==> config.mk <==
export PLATFORM = sky130hd
export DESIGN_NAME = hsr_ctrl
export DESIGN_NICKNAME = d
export VERILOG_FILES = /design/src/hsr_pkg.sv /design/src/hsr_ctrl.sv
export SDC_FILE = /design/constraint.sdc
export NUM_CORES = 1
export LEC_CHECK = 0
export ABC_AREA = 0
export BUFFER_PORTS_ARGS = -buffer_cell sky130_fd_sc_hd__buf_2
export CAP_MARGIN = 20
export CORE_AREA = 2 2 39 41
export DETAILED_ROUTE_END_ITERATION = 8
export DIE_AREA = 0 0 41 43
export GPL_ROUTABILITY_DRIVEN = 1
export HOLD_SLACK_MARGIN = 0.08
export PLACE_DENSITY = 0.52
export RECOVER_POWER = 100
export SLEW_MARGIN = 40
export SYNTH_ARGS = -nofsm -noshare
export SYNTH_HDL_FRONTEND = slang
export SYNTH_SLANG_ARGS = --single-unit
==> constraint.sdc <==
create_clock -name clk -period 1.2 [get_ports clk]
set_input_delay 0.18 -clock clk [delete_from_list [all_inputs] [get_ports clk]]
set_output_delay 0.18 -clock clk [all_outputs]
set_load 0.005 [all_outputs]
==> src/hsr_pkg.sv <==
package hsr_pkg;

    localparam int MAX_SLOTS   = 64;
    localparam int INIT_SLOTS  = 4;
    localparam int HANDLE_BITS = 24;
    localparam int CTX_BITS    = 16;

    localparam int SLOT_BITS  = $clog2(MAX_SLOTS);
    localparam int ADDR_BITS  = SLOT_BITS + 1;
    localparam int LOG_W      = $clog2(SLOT_BITS + 1);
    localparam int INIT_LOG   = $clog2(INIT_SLOTS);
    localparam int MAX_LOG    = SLOT_BITS;
    localparam int HDL_W      = 32;
    localparam int ENTRY_W    = CTX_BITS + HDL_W;

    localparam logic FUNC_REGISTER = 1'b0;
    localparam logic FUNC_LOOKUP   = 1'b1;

    typedef enum logic [1:0] {
        ST_REGISTERED = 2'd0,
        ST_FOUND      = 2'd1,
        ST_NOT_FOUND  = 2'd2,
        ST_FULL       = 2'd3
    } status_t;

    typedef enum logic [2:0] {
        S_IDLE,
        S_LOOKUP,
        S_SCAN,
        S_GROW_RD,
        S_GROW_WR,
        S_GROW_END
    } state_t;

    typedef struct packed {
        logic accept;
        logic lookup_read;
        logic lookup_done;
        logic scan_take;
        logic scan_next;
        logic grow_start;
        logic grow_read;
        logic grow_write;
        logic grow_commit;
        logic emit_full;
    } cmd_t;

    typedef struct packed {
        logic slot_free;
        logic cnt_last;
        logic can_grow;
    } sts_t;

    // Mask of the slot index bits for a table of 2**lg slots.
    function automatic logic [SLOT_BITS-1:0] slot_mask(input logic [LOG_W-1:0] lg);
        logic [SLOT_BITS-1:0] m;
        for (int b = 0; b < SLOT_BITS; b++)
        begin
            m[b] = (b < int'(lg));
        end
        return m;
    endfunction

endpackage

==> src/hsr_ctrl.sv <==
module hsr_ctrl (
    input  logic          clk,
    input  logic          rst_n,
    input  logic          start,
    input  logic          func,
    input  hsr_pkg::sts_t sts,
    output hsr_pkg::cmd_t cmd,
    output logic          busy
);

    hsr_pkg::state_t state_reg;
    hsr_pkg::state_t state_next;

    always_ff @(posedge clk or negedge rst_n)
    begin
        if (!rst_n)
        begin
            state_reg <= hsr_pkg::S_IDLE;
        end
        else
        begin
            state_reg <= state_next;
        end
    end

    always_comb
    begin
        state_next = state_reg;
        unique case (state_reg)
            hsr_pkg::S_IDLE:
            begin
                if (start)
                begin
                    state_next = (func == hsr_pkg::FUNC_LOOKUP) ? hsr_pkg::S_LOOKUP
                                                                : hsr_pkg::S_SCAN;
                end
            end
            hsr_pkg::S_LOOKUP:
            begin
                state_next = hsr_pkg::S_IDLE;
            end
            hsr_pkg::S_SCAN:
            begin
                priority if (sts.slot_free)
                begin
                    state_next = hsr_pkg::S_IDLE;
                end
                else if (!sts.cnt_last)
                begin
                    state_next = hsr_pkg::S_SCAN;
                end
                else if (sts.can_grow)
                begin
                    state_next = hsr_pkg::S_GROW_RD;
                end
                else
                begin
                    state_next = hsr_pkg::S_IDLE;
                end
            end
            hsr_pkg::S_GROW_RD:
            begin
                state_next = hsr_pkg::S_GROW_WR;
            end
            hsr_pkg::S_GROW_WR:
            begin
                state_next = sts.cnt_last ? hsr_pkg::S_GROW_END : hsr_pkg::S_GROW_RD;
            end
            hsr_pkg::S_GROW_END:
            begin
                state_next = hsr_pkg::S_SCAN;
            end
            default:
            begin
                state_next = hsr_pkg::S_IDLE;
            end
        endcase
    end

    always_comb
    begin
        cmd  = '0;
        busy = 1'b1;
        unique case (state_reg)
            hsr_pkg::S_IDLE:
            begin
                busy            = 1'b0;
                cmd.accept      = start;
                cmd.lookup_read = start && (func == hsr_pkg::FUNC_LOOKUP);
            end
            hsr_pkg::S_LOOKUP:
            begin
                cmd.lookup_done = 1'b1;
            end
            hsr_pkg::S_SCAN:
            begin
                cmd.scan_take  = sts.slot_free;
                cmd.scan_next  = !sts.slot_free && !sts.cnt_last;
                cmd.grow_start = !sts.slot_free && sts.cnt_last && sts.can_grow;
                cmd.emit_full  = !sts.slot_free && sts.cnt_last && !sts.can_grow;
            end
            hsr_pkg::S_GROW_RD:
            begin
                cmd.grow_read = 1'b1;
            end
            hsr_pkg::S_GROW_WR:
            begin
                cmd.grow_write = 1'b1;
            end
            hsr_pkg::S_GROW_END:
            begin
                cmd.grow_commit = 1'b1;
            end
            default:
            begin
                busy = 1'b1;
            end
        endcase
    end

endmodule

==> flow_metrics.env <==
export IMPL_synthFlopType="dfrtp_1"
export IMPL_violations="setup timing"
export IMPL_arrival_ns=1.31
export IMPL_grt_pass1_wl_mm=1.50
export IMPL_totalWireLength_um=948
export IMPL_cp_max_fo=4
export IMPL_worst_slew_pin_slew_ns=0.234
export IMPL_core_um2=1380
export IMPL_synth_top_area_share=0.260
export IMPL_gp_congestion=0.789
export IMPL_die_area_um2=1760
export IMPL_htree_levels=1
export IMPL_maxSlewViolCount=0
export IMPL_worstRegToRegCells=4
export IMPL_dpl_cell_area_um2=393
export IMPL_p_leak_nw=0.301
export IMPL_setup_tns_ns=-1.97
export IMPL_grt_max_degree=9
export IMPL_stdcell_area_um2=568
export IMPL_yosys_area_top_type="dfrtp_1"
export IMPL_viasPerCell=4.55
export IMPL_first_pass_iters=2
export IMPL_start_kind="register"
export IMPL_dp_worst_setup_slack_ns=-0.0279
export IMPL_avgSynthCellArea_um2=8.26
export IMPL_antenna_found_initial=0
export IMPL_min_period_over_period=1.25
export IMPL_cts_sinks=3
export IMPL_die_y_um=43
export IMPL_p_int_uw=718
export IMPL_hold_viol=0
export IMPL_slew_headroom=0.843
export IMPL_dpl_hpwl_um=587
export IMPL_clockBufferDepth=2
export IMPL_setup_viol=12
export IMPL_yosys_top_cells_area="dfrtp_1 26%, nor4b_4 8.2%, a21o_1 7.8%"
export IMPL_clk_pin_slew_ns=0.03
export IMPL_synthArstFlopShare=1.00
export IMPL_whs_path_depth=2
export IMPL_layout_setup_ws_ns=-0.295
export IMPL_area_growth_pct=96.5
export IMPL_clk_latency_ns=0.23
export IMPL_fp_dieW_um=41
export IMPL_vias=364
export IMPL_startpoint="state_reg[2]$_DFFE_PN0P_"
export IMPL_min_from="sts[1]"
export IMPL_rr_startpoint="state_reg[2]$_DFFE_PN0P_"
export IMPL_final_cells=80
export IMPL_ios=18
export IMPL_status="finished with violations"
export IMPL_syn_nets=42
export IMPL_power_switching_uw=435
export IMPL_regToRegSetupSlack_ns=-0.05
export IMPL_min_path_type="input pin to register"
export IMPL_ys_ff_latch=3
export IMPL_synthCells=35
export IMPL_synth_edff_count=0
export IMPL_largest_reg_flops=3
export IMPL_cts_buffers=3
export IMPL_globalRouteOverflowTotal=0
export IMPL_ys_seq_area_frac=0.260
export IMPL_switching_share=0.377
export IMPL_ir_drop_mv=1.09
export IMPL_cp_data_required_time_ns=1.02
export IMPL_crit_path_end_kind="output port"
export IMPL_rsz0062_at_grt="yes"
export IMPL_drcViolationCount=0
export IMPL_diodes=0
export IMPL_grt_usage=0.126
export IMPL_layout_min_cycle_time_ns=1.49
export IMPL_seqPwrFrac=0.186
export IMPL_synth_cell_type_count=19
export IMPL_power_density_nw_per_um2=2030
export IMPL_port_buffers=17
export IMPL_fin_util=0.410
export IMPL_drt_iter0_markers=4
export IMPL_grt_pass1_vias=371
export IMPL_finalPower_mw=1.15
export IMPL_cts_root_buf="clkbuf_4"
export IMPL_initial_core_util=0.209
export IMPL_fp_row_count=14
export IMPL_fill_cells=140
export IMPL_yosys_warnings=0
export IMPL_dp_cells=68
export IMPL_pwr_share_clk=0.147
export IMPL_wl_per_cell_um=11.9
export IMPL_fin_worst_skew_ns=0.00306
export IMPL_final_antenna_net_count=0
export IMPL_fmax_mhz=669
export IMPL_drive_above_1_share=0.672
export IMPL_critPathKind="register to output port"
export IMPL_cts_tree="done"
export IMPL_regToRegEndpoint="state_reg[1]$_DFFE_PN0P_"
export IMPL_hold_slack_ns=0.263
export IMPL_final_nets=72
export IMPL_min_to="state_reg[2]$_DFFE_PN0P_"
export IMPL_p_comb_frac=0.667
export IMPL_synth_area_um2=289
export IMPL_max_cap_viol_count=0
[cells by family (layout without fill, tap and decap cells)]
logic type	after synthesis	after routing	share of synthesized area
compound gates	5	5	0.160
buf+inv	5	34	0.108
flops	3	3	0.260
simple gates	22	22	0.472
[layout make-up]
type                       instances  area [um2]  share of cell area
clock buffer                       4        26.3              0.0463
inverter                           2        7.51              0.0132
timing repair buffer              28         206               0.363
tap                               16        20.0              0.0352
sequential                         3        78.8               0.139
multi-input combinational         27         229               0.403
[worst max path at each step]
stage	end	slack, ns	cells past startpoint
6_report	cmd[4]	-0.29	3
5_1_grt	cmd[4]	-0.34	3
4_1_cts	cmd[4]	-0.26	3
3_5_place_dp	cmd[4]	-0.03	3
3_3_place_gp	cmd[4]	0.01	3
2_1_floorplan	cmd[8]	0.04	3
[critical path, cell delays in order, from the launching register on]
cell and delay, ns:
dfrtp_2 0.44, nor4b_4 0.32, and3_4 0.24, buf_6 0.09
[cells in the mapped netlist (2+ instances only)]
| cell type | count |
|---|---|
| a21o_1 | 3 |
| and2_1 | 2 |
| and3_1 | 3 |
| dfrtp_1 | 3 |
| inv_1 | 2 |
| nand2_1 | 2 |
| nand2b_1 | 2 |
| nor2_1 | 6 |
| nor3_1 | 2 |
[cell usage in the layout (no fill, tap or decap)]
| cell type | synthesis | routed |
|---|---|---|
| clkbuf_1 | 0 | 2 |
| dlygate4sd3_1 | 0 | 1 |
| a21o_1 | 3 | 3 |
| nor2b_1 | 1 | 1 |
| nor2_2 | 0 | 1 |
| inv_1 | 2 | 2 |
| and2_1 | 2 | 1 |
| nor3b_2 | 0 | 1 |
| buf_6 | 1 | 8 |
| buf_4 | 1 | 5 |
| clkbuf_4 | 0 | 3 |
| a221oi_2 | 1 | 1 |
| nand3b_1 | 1 | 1 |
| dfrtp_2 | 0 | 3 |
| and3_4 | 0 | 2 |
| nand2b_1 | 2 | 2 |
| and2_4 | 0 | 1 |
| nor3_1 | 2 | 1 |
| and3_1 | 3 | 2 |
| a32oi_1 | 1 | 1 |
| nor2_4 | 0 | 3 |
| buf_2 | 1 | 13 |
| nand2_1 | 2 | 2 |
| nor2_1 | 6 | 2 |
| nor4b_4 | 1 | 1 |
| nor3_2 | 0 | 1 |
[power by group through the flow]
stage	sequential, mW	combinational (mW)	clock (mW)
after global routing	0.220	0.837	0.180
final	0.215	0.770	0.169
after global placement	0.191	0.473	0
after CTS	0.204	0.653	0.175
after detailed placement	0.194	0.466	0
after floorplan	0.156	0.350	0
[repair_timing]
action | 4_1_cts | 5_1_grt
buffers inserted | 4 | 3
pin swaps | 4 | 8
cloned | 0 | 0
endpoints found under the setup margin | 11 | 12
hold endpoints to repair | 3 | 0
resized for setup | 16 | 7
hold buffers | 1 | 0
[routing by layer]
| layer | track usage | share of wire |
|---|---|---|
| met4 | 0.0400 | 0 |
| met3 | 0.0366 | 0.033 |
| met2 | 0.213 | 0.59 |
| met1 | 0.141 | 0.37 |
| met5 | 0 | 0 |
Note: power is estimated with default switching activity, not from simulation.
